**src/shp_pkg.sv**
```systemverilog
// shared types and constants for the 3x3 sharpening stream
// used by every module under src except shp_ram; no dependencies
package shp_pkg;

    // image geometry
    localparam int MAX_WIDTH  = 1024;
    localparam int MAX_HEIGHT = 1024;
    localparam int DIM_W      = 11;
    localparam int CNT_W      = 10;
    localparam int ADDR_W     = $clog2(MAX_WIDTH);
    localparam int MIN_DIM    = 3;

    // pixel layout: red lowest, then green, blue, alpha
    localparam int CHAN_W     = 8;
    localparam int PIX_W      = 4 * CHAN_W;
    localparam int TAPS       = 9;

    // kernel selection codes
    localparam logic [1:0] KERNEL_NINE = 2'd1;
    localparam logic [1:0] KERNEL_FIVE = 2'd2;

    // register indexes of the write port
    localparam logic [1:0] REG_WIDTH  = 2'd0;
    localparam logic [1:0] REG_HEIGHT = 2'd1;
    localparam logic [1:0] REG_KERNEL = 2'd2;

    typedef logic [PIX_W-1:0] t_pixel;

    // one window column: row above-above, row above, current row
    typedef struct packed {
        t_pixel top;
        t_pixel mid;
        t_pixel bot;
    } t_column;

endpackage

```
**src/shp_cell.sv**
```systemverilog
// one column cell of the 3x3 window, passes its column on to its neighbour
// depends on shp_pkg
module shp_cell import shp_pkg::*; (
    input  logic    i_clk,
    input  logic    i_shift,
    input  t_column i_col,
    output t_column o_col
);

    t_column r_col;

    // take the neighbour's column on every window shift
    always_ff @(posedge i_clk) begin
        if (i_shift) begin
            r_col <= i_col;
        end
    end

    assign o_col = r_col;

endmodule

```
**config.mk**
```make
export PLATFORM = sky130hd
export DESIGN_NAME = shp_cell
export DESIGN_NICKNAME = d
export VERILOG_FILES = /design/src/shp_pkg.sv /design/src/shp_cell.sv
export SDC_FILE = /design/constraint.sdc
export NUM_CORES = 1
export LEC_CHECK = 0
export ABC_AREA = 1
export CAP_MARGIN = 10
export CORE_ASPECT_RATIO = 1.2
export CORE_MARGIN = 3
export CORE_UTILIZATION = 54
export CTS_BUF_LIST = sky130_fd_sc_hd__clkbuf_2
export DETAILED_ROUTE_END_ITERATION = 10
export DONT_BUFFER_PORTS = 1
export PLACE_DENSITY = 0.72
export SLEW_MARGIN = 20
export SYNTH_ARGS = -nofsm -noshare
export SYNTH_HDL_FRONTEND = slang
export SYNTH_SLANG_ARGS = --single-unit
```
**constraint.sdc**
```tcl
create_clock -name i_clk -period 0.8 [get_ports i_clk]
set_input_delay 0.16 -clock i_clk [delete_from_list [all_inputs] [get_ports i_clk]]
set_output_delay 0.16 -clock i_clk [all_outputs]
set_load 0.01 [all_outputs]
```
==> flow_summary.ini <==
[clock_network]
clock_sinks = 96
cts_buffer_depth = 2
h-tree-depth = 3
clk_pin_slew_worst_paths_ns = 0.21
cts_tree = built
postCtsHoldBufs = 96
cts_made_buffers = 9
cts_resized = 0
cts.root.buffer_cell = clkbuf_2
post_cts_buffers = 0

[grt]
grt_start_max_net_pins = 97
grt_pass1_wl_mm = 9.05
antenna_found_initial = 0
grt_pass1_vias = 1522
grt.total_usage_pct = 21.1
overflow = 0

[timing]
tns_ns = -31.75
holdWs_ns = -0.246
fin_ws_ns = -0.360
period_minus_slack_ns = 1.16
hold_viol_final = 96
worst_slew_pin_slew_ns = 0.227
slew_viol_final = 0
setup_violations = 96
rsz0062_at_grt = true
fin_crit_sh_pct = 145
fmax_ghz = 0.862
relSlewSlack_pct = 84.9

[route]
via_per_inst = 5.17
vias = 1386
drc = 0
drtIter0Drc = 51
wl_mm = 6.58
wl_per_cell_um = 24.6
drtAntennaViolNets = 0
drt-pass1-iter-count = 4

[synthesis]
netlist-cell-type-count = 1
postSynthAreaPerCell_um2 = 30.0
postSynthCellCount = 96
synth_warnings = 0
synthArstFlopShare_pct = 0
syn_nets = 194
synth_compound_area_share_pct = 0
synthFlopType = edfxtp_1
yosys-top-cells-area = edfxtp_1 100%
synth_seq_cells = 96
synth_mux_area_share_pct = 0
synth_top_area_share_pct = 100
synth_fa_ha_area_share_pct = 0
synth_common_cells = 96 x edfxtp_1
synth-xor-area-share_pct = 0
synth_edf_count = 96
post_synth_and_or_nand_nor_area_fraction_pct = 0
yosysMostFrequentCell = edfxtp_1
synth.largest_area_cell = edfxtp_1
synth_area_mm2 = 0.00288
synth_seq_area_share_pct = 100

[outcome]
status = finished with violations
violations = negative hold slack, negative setup slack

[setup_path]
critPathArrivalTime_ns = 1.00
cp.required_ns = 0.64
crit_fanout = 1
path_class = reg2out
cp-start-kind = register
path_depth = 0
endpoint_kind = output pin

[placed_design]
place_congestion = 0.703
portBuffers = 0
dp_slack_ns = 0.203

[job]
drv_cap = 0

[finish]
fillers = 274
largest_reg_flops = 96
multi_input_area_um2 = 0
syn_to_final_growth_pct = 38.6
post-route-util_pct = 79.2
nets = 301
multi_input_cells = 0
drive_gt1_share_pct = 5.29
regArea_mm2 = 0.00288
n_antenna_cell = 0

[floorplanning]
design.core.area_mm2 = 0.00504
die_area_mm2 = 0.00626
io_pins = 194
die_h_um = 86.0
die_w_um = 72.7
fp-row-count = 28
start_util_pct = 57.1

[pwr]
power_density_mw_per_mm2 = 2130
p_leak_nw = 1.39
vdd_drop_max_uv = 1500
p_total_mw = 8.51

[hold_path]
hold_depth = 0
min-delay-path-class = in2reg
==> path summary, 6_finish.rpt <==
check                  from   endpoint  slack (ns)
setup / recovery  o_col[25]  o_col[25]       -0.36
hold / removal      i_shift  o_col[75]       -0.25
==> final cells by class <==
| cell class | instances | area share (%) |
|---|---|---|
| Clock buffer | 10 | 1.25 |
| Clock inverter | 6 | 0.658 |
| Sequential cell | 96 | 72.2 |
| Tap cell | 60 | 1.88 |
| Timing Repair Buffer | 96 | 24.1 |
==> cell usage in the layout (no fill, tap or decap) <==
cell type      synthesis  final
edfxtp_1              96     96
clkinvlp_4             0      1
clkbuf_2               0     10
dlygate4sd3_1          0     96
clkinv_1               0      5
==> timing repair <==
item / in CTS / in global routing
hold endpoints to repair: 192 / 96
setup endpoints to repair: 96 / 96
cloned: 0 / 0
==> metal layers <==
| metal | part of all wire [%] | vias to the layer above | track usage, % | wire length (um) |
|---|---|---|---|---|
| met5 | 0 | - | 0 | 0 |
| met4 | 1.4 | 0 | 7.21 | 89 |
| met3 | 13 | 8 | 13.0 | 847 |
| met2 | 55 | 121 | 35.7 | 3600 |
| met1 | 31 | 655 | 21.0 | 2050 |
| li1 | - | 602 | - | - |
==> logic make-up after synthesis <==
group	Yosys count
DFF	96
==> per-stage QoR <==
step           cell area [um^2]  hold WS [ns]  instances
4_1_cts                    4000        -0.281        268
5_1_grt                    4000        -0.329        268
6_report                   4000        -0.246        268
3_5_place_dp               2960         0.259        156
3_3_place_gp               2960         0.259        156
2_1_floorplan              2880         0.259         96
==> power breakdown <==
part           switching [mW]  internal [mW]  leakage [nW]
registers               0.383           5.99         0.940
logic                  0.0860          0.312         0.401
clock network            1.36          0.373        0.0495
total                    1.83           6.68          1.39
No activity file was read; power rests on OpenSTA's default activity.
