$ cat src/shp_pkg.sv
// shared types and constants for the 3x3 sharpening stream
// used by every module under src except shp_ram; no dependencies
package shp_pkg;

    // image geometry
    localparam int MAX_WIDTH  = 1024;
    localparam int MAX_HEIGHT = 1024;
    localparam int DIM_W      = 11;
    localparam int CNT_W      = 10;
    localparam int ADDR_W     = $clog2(MAX_WIDTH);
    localparam int MIN_DIM    = 3;

    // pixel layout: red lowest, then green, blue, alpha
    localparam int CHAN_W     = 8;
    localparam int PIX_W      = 4 * CHAN_W;
    localparam int TAPS       = 9;

    // kernel selection codes
    localparam logic [1:0] KERNEL_NINE = 2'd1;
    localparam logic [1:0] KERNEL_FIVE = 2'd2;

    // register indexes of the write port
    localparam logic [1:0] REG_WIDTH  = 2'd0;
    localparam logic [1:0] REG_HEIGHT = 2'd1;
    localparam logic [1:0] REG_KERNEL = 2'd2;

    typedef logic [PIX_W-1:0] t_pixel;

    // one window column: row above-above, row above, current row
    typedef struct packed {
        t_pixel top;
        t_pixel mid;
        t_pixel bot;
    } t_column;

endpackage

$ cat src/shp_conv.sv
// one colour channel of the sharpening kernel, sum and clamp to 0..255
// depends on shp_pkg
module shp_conv import shp_pkg::*; (
    input  logic [1:0]                  i_mode,
    input  logic [TAPS-1:0][CHAN_W-1:0] i_taps,
    output logic [CHAN_W-1:0]           o_value
);

    logic        [CHAN_W+1:0] w_edges;
    logic        [CHAN_W+1:0] w_corners;
    logic signed [12:0]       w_centre;
    logic signed [12:0]       w_sum;

    // neighbour sums
    assign w_edges   = 10'(i_taps[1]) + 10'(i_taps[3]) + 10'(i_taps[5]) + 10'(i_taps[7]);
    assign w_corners = 10'(i_taps[0]) + 10'(i_taps[2]) + 10'(i_taps[6]) + 10'(i_taps[8]);
    assign w_centre  = signed'({5'd0, i_taps[4]});

    // kernel weights
    always_comb begin
        if (i_mode == KERNEL_NINE) begin
            w_sum = (w_centre <<< 3) + w_centre
                  - signed'({3'd0, w_edges}) - signed'({3'd0, w_corners});
        end else begin
            w_sum = (w_centre <<< 2) + w_centre
                  - signed'({2'd0, w_edges, 1'b0}) + signed'({3'd0, w_corners});
        end
    end

    // clamp
    always_comb begin
        if (w_sum < 0) begin
            o_value = '0;
        end else if (w_sum > 13'sd255) begin
            o_value = '1;
        end else begin
            o_value = w_sum[CHAN_W-1:0];
        end
    end

endmodule

$ cat config.mk
export PLATFORM = sky130hd
export DESIGN_NAME = shp_conv
export DESIGN_NICKNAME = d
export VERILOG_FILES = /design/src/shp_pkg.sv /design/src/shp_conv.sv
export SDC_FILE = /design/constraint.sdc
export NUM_CORES = 1
export LEC_CHECK = 0
export BUFFER_PORTS_ARGS = -buffer_cell sky130_fd_sc_hd__buf_2
export CORE_MARGIN = 5
export CORE_UTILIZATION = 40
export DETAILED_ROUTE_END_ITERATION = 7
export PLACE_DENSITY = 0.66
export SLEW_MARGIN = 20
export SYNTH_ARGS = -nofsm -noshare
export SYNTH_HDL_FRONTEND = slang
export SYNTH_SLANG_ARGS = --single-unit
$ cat constraint.sdc
create_clock -name vclk -period 11.7
set_input_delay 1.17 -clock vclk [all_inputs]
set_output_delay 1.17 -clock vclk [all_outputs]
set_load 0.01 [all_outputs]
==> out/results.txt, run 1 <==
Status -> complete, no violations
First DRT Iteration DRCs -> 100
HPWL Detailed -> 7.04 mm
Die X -> 105 um
Share of layout cells above drive strength 1 -> 0.182
Max-Cap Viols -> 0
Via count of the first global-routing pass -> 2911
Filler cells -> 872
Seq/Total Area, Yosys -> 0
Std-Cell Rows -> 34
CTS-repair resized insts -> 0
Postcts setup bufs -> 0
Final hold violations -> 0
Final ANT Viol Nets -> 0
Setup crit end kind -> primary output
Synth Area per Inst -> 8.31 sq um
Worst Tran Pin Value -> 703 ps
Total track usage -> 0.132
Drc violations -> 0
Leading area contributor after synthesis -> fa_1
Die Y-Extent -> 105 um
Number of I/O pins -> 82
Hold Crit Class -> primary input to primary output
WP data required -> 10530 ps
Port buffer count -> 82
Pins Over Slew Limit -> 0
Yosys warns -> 0
Largest net degree at the start of global routing -> 19
Sum Neg Setup Slack -> 0 ps
Number of diodes -> 0
Final WL -> 7.59 mm
Multi-input gate area -> 0.00312 sq mm
Pre-antenna DRT Iters -> 5
Mapped Area -> 0.00358 sq mm
Starting Density -> 0.411
Worst setup SP type -> primary input
WS Path Type -> primary input to primary output
Seq. cell area -> 0 sq um
First-pass GRT wire length -> 12.6 mm
Post-synth cell types -> 48
Design area -> 0.00413 sq mm
Final setup fails -> 0
Via-to-Cell Ratio -> 5.02
Max-Slew Margin vs Limit -> 0.529
Synth top area share -> 0.319
Critical path peak fanout -> 8
Worst setup path end -> o_value[7]
Dominant cells by area after synthesis -> fa_1, ha_1, inv_1, xnor2_1, a21oi_1
HP Start -> i_taps[33]
Avg WL per Cell -> 12.2 um
Core ar. -> 0.00872 sq mm
Final nets -> 699
GPL Wtd Cong -> 0.870
Initial antenna violation count -> 0
Placed inst area -> 0.00413 sq mm
FMAX -> 121 MHz
Total number of vias -> 3113
RSZ-0062 raised after global routing -> false
Fin crit share -> 0.707
Total grt overflow -> 0
Area delta synth->final -> 15.2%
Synth Net Count -> 616
Arrival time at the worst endpoint -> 7100 ps
Final-layout clock buffer total -> 0
Full die area -> 0.0109 sq mm
Seq Cell Count -> 0
Post-Syn Instances -> 431
Hold_buf cts -> 0
Min Tclk post-route -> 8270 ps
CP Launch Point -> i_taps[9]
-- cells by family (layout without fill, tap and decap cells) --
logic type      after synthesis  count (layout)  synth area share
compound gates              104             104             0.204
xor+xnor                     27              27            0.0660
fa+ha+maj                   111             111             0.507
buf+inv                     122             203             0.128
mux                           2               2           0.00559
simple gates                 65              65            0.0894
-- cell usage in the layout (no fill, tap or decap), drive strengths merged, types with 14 or more instances in the layout --
cell / n
buf: 83
fa: 57
inv: 120
o21ai: 16
ha: 54
nor2: 24
a21oi: 29
nand2: 14
xnor2: 20
-- Yosys cell counts (5+ instances only) --
master,n
xor2_1,7
a21oi_1,27
nand3_1,6
nand2b_1,5
a211oi_1,5
xnor2_1,20
o211ai_1,5
a21o_1,8
nand2_1,14
ha_1,54
fa_1,57
nor2_1,24
inv_1,120
o21a_1,8
o21bai_1,6
o21ai_0,15
o32ai_1,8
-- worst min-delay path by stage --
| stage | to | slack [ps] | depth (start not counted) |
|---|---|---|---|
| 2_1_floorplan | o_value[0] | 2710 | 3 |
| 3_3_place_gp | o_value[0] | 2990 | 5 |
| 3_5_place_dp | o_value[0] | 3010 | 5 |
| 4_1_cts | o_value[0] | 3020 | 5 |
| 5_1_grt | o_value[1] | 3070 | 5 |
| 6_report | o_value[1] | 3010 | 5 |
-- area by class of cell --
| type | count | area share |
|---|---|---|
| timing repair buffer | 83 | 0.101 |
| multi-input combinational | 309 | 0.757 |
| inverter | 120 | 0.109 |
| tap | 108 | 0.0327 |
-- metal layers --
| layer | wire length, um | up-vias | track usage |
|---|---|---|---|
| li1 | - | 1577 | - |
| met1 | 3180 | 1446 | 0.179 |
| met2 | 3840 | 78 | 0.230 |
| met3 | 418 | 12 | 0.0105 |
| met4 | 147 | 0 | 0.0247 |
| met5 | 0 | - | 0 |
-- critical path, stage by stage --
cell       delay, ps
buf_2             70
inv_1             40
fa_1             520
inv_1             50
fa_1             450
ha_1             250
fa_1             400
a21oi_1          180
nor2_1            60
nor2_1           140
o21bai_1          80
a21oi_1          230
xnor2_1          230
fa_1             500
fa_1             510
inv_1             40
ha_1             290
o21ai_0          140
a211o_1          290
nand3_1          130
o2bb2ai_1         90
o311a_1          300
o211ai_1         590
o32ai_1          170
buf_2            170
-- stage by stage --
stage,hold slack [ps],setup slack [ps],std cells,util
after floorplan,2710,4130,431,-
after global placement,2990,3480,620,0.473
after detailed placement,3010,3390,620,0.473
after CTS,3020,3400,620,0.473
after global routing,3070,3000,620,0.473
final,3010,3430,620,0.473
Power of run 1 is left out: the tool's default activity adds up to more than one toggle a clock period on the data nets, which glitch-free logic cannot reach.
==> inputs of run 2 (changes only) <==
==> constraint.sdc (replaced) <==
create_clock -name vclk -period 8.3
set_input_delay 0.83 -clock vclk [all_inputs]
set_output_delay 0.83 -clock vclk [all_outputs]
set_load 0.01 [all_outputs]
==> run 2 against run 1 <==
Via count is essentially flat. Sequential share of layout area is the same. Design area is the same. Routed wire length is essentially flat. Non-clock buffer count is the same. Setup slack lost 2800 ps. Critical path depth is the same. First-iteration DRC count shrank 3.0%. Core utilization is the same. Count of clock-buffer cells in the layout is the same. Sequential cell count is the same. Largest cell class unchanged.
==> out/results.txt, run 2 (same netlist as run 1, synthesis figures left out) <==
Hold Crit Class -> primary input to primary output
Total track usage -> 0.132 (+0.000258)
Largest net degree at the start of global routing -> 19 (unchanged)
Seq. cell area -> 0 sq um (unchanged)
Worst setup SP type -> primary input
Share of layout cells above drive strength 1 -> 0.182 (unchanged)
Fin crit share -> 0.922
Full die area -> 0.0109 sq mm (unchanged)
Worst Tran Pin Value -> 745 ps (+42.2 ps)
Max-Cap Viols -> 0 (unchanged)
Std-Cell Rows -> 34 (unchanged)
Seq Cell Count -> 0 (unchanged)
Min Tclk post-route -> 7650 ps
WS Path Type -> primary input to primary output
Final setup margin -> 651 ps (-2780 ps)
Final nets -> 699 (unchanged)
Final hold violations -> 0 (unchanged)
Die Y-Extent -> 105 um (unchanged)
Postcts setup bufs -> 0 (unchanged)
Final setup fails -> 0 (unchanged)
Pins Over Slew Limit -> 0 (unchanged)
Status -> complete, no violations
Avg WL per Cell -> 12.2 um (about the same)
First DRT Iteration DRCs -> 97 (-3.0%)
Final-layout clock buffer total -> 0 (unchanged)
Final WL -> 7.59 mm (about the same)
Worst hold path depth -> 5 (unchanged)
Commonest non-fill, non-tap cell in the layout -> inv_1
HPWL Detailed -> 7.06 mm (+0.34%)
Core ar. -> 0.00872 sq mm (unchanged)
Final ANT Viol Nets -> 0 (unchanged)
Critical path peak fanout -> 8 (unchanged)
Port buffer count -> 82 (unchanged)
Total number of vias -> 3114 (+0.032%)
Starting Density -> 0.411 (unchanged)
Number of diodes -> 0 (unchanged)
Hold worst-path end -> o_value[0]
Hold_buf cts -> 0 (unchanged)
Via-to-Cell Ratio -> 5.02 (about the same)
WHS -> 2330 ps (-679 ps)
Die X -> 105 um (unchanged)
First-pass GRT wire length -> 12.6 mm (+0.44%)
Commonest cells after routing, fill and taps aside -> inv_1, buf_2, fa_1
Via count of the first global-routing pass -> 2889 (-0.76%)
Initial antenna violation count -> 0 (unchanged)
Drc violations -> 0 (unchanged)
Arrival time at the worst endpoint -> 6820 ps (-280 ps)
Number of I/O pins -> 82 (unchanged)
Pre-antenna DRT Iters -> 4 (-1)
Setup crit end kind -> primary output
FMAX -> 131 MHz
HP Start -> i_taps[32]
Total grt overflow -> 0 (unchanged)
Pre-CTS WS -> 660 ps (-2730 ps)
WP data required -> 7470 ps (-3060 ps)
Area delta synth->final -> 15.2% (unchanged)
GPL Wtd Cong -> 0.871 (about the same)
Sum Neg Setup Slack -> 0 ps (unchanged)
CTS-repair resized insts -> 0 (unchanged)
Max-Slew Margin vs Limit -> 0.501 (-0.0282)
RSZ-0062 raised after global routing -> false
## run 2: worst max-delay path by stage
stage                             to  depth (start not counted)  slack [ps]      start
after global placement    o_value[6]                         25         760  i_taps[9]
after detailed placement  o_value[6]                         25         660  i_taps[9]
final                     o_value[6]                         25         650  i_taps[9]
after CTS                 o_value[6]                         25         670  i_taps[9]
after global routing      o_value[7]                         26         280  i_taps[1]
after floorplan           o_value[0]                         23        1410  i_taps[9]
## run 2: through the flow
| stage | utilization | instance area, sq um | instances |
|---|---|---|---|
| floorplan | - | 3580 | 431 |
| global placement | 0.473 | 4130 | 620 |
| detailed placement | 0.473 | 4130 | 620 |
| CTS | 0.473 | 4130 | 620 |
| global route | 0.473 | 4130 | 620 |
| finish | 0.473 | 4130 | 620 |
## run 2: area by class of cell
class	count	area [sq um]
Tap cell	108	135
Inverter	120	450
Timing Repair Buffer	83	418
Fill cell	882	4590
Multi-Input combinational cell	309	3120
## run 2: routing by layer
layer	vias up	GRT usage	routed length (um)	share of wire
li1	1579	-	-	-
met1	1459	0.181	3200	0.42
met2	68	0.233	3880	0.51
met3	8	0.0105	401	0.053
met4	0	0.0174	117	0.015
met5	-	0	0	0
## run 2: worst max-delay path, cell delays in order
cell and delay [ps]:
buf_2 70, inv_1 40, fa_1 530, inv_1 50
fa_1 450, ha_1 250, fa_1 400, a21oi_1 180
nor2_1 50, nor2_1 150, o21bai_1 80, a21oi_1 230
xnor2_1 230, fa_1 500, fa_1 510, inv_1 40
ha_1 290, o21ai_0 150, a211o_1 290, nand3_1 140
o2bb2ai_1 90, o311a_1 290, o211ai_1 620, o32ai_1 170
buf_2 170
Power of run 2 is left out for the same reason.
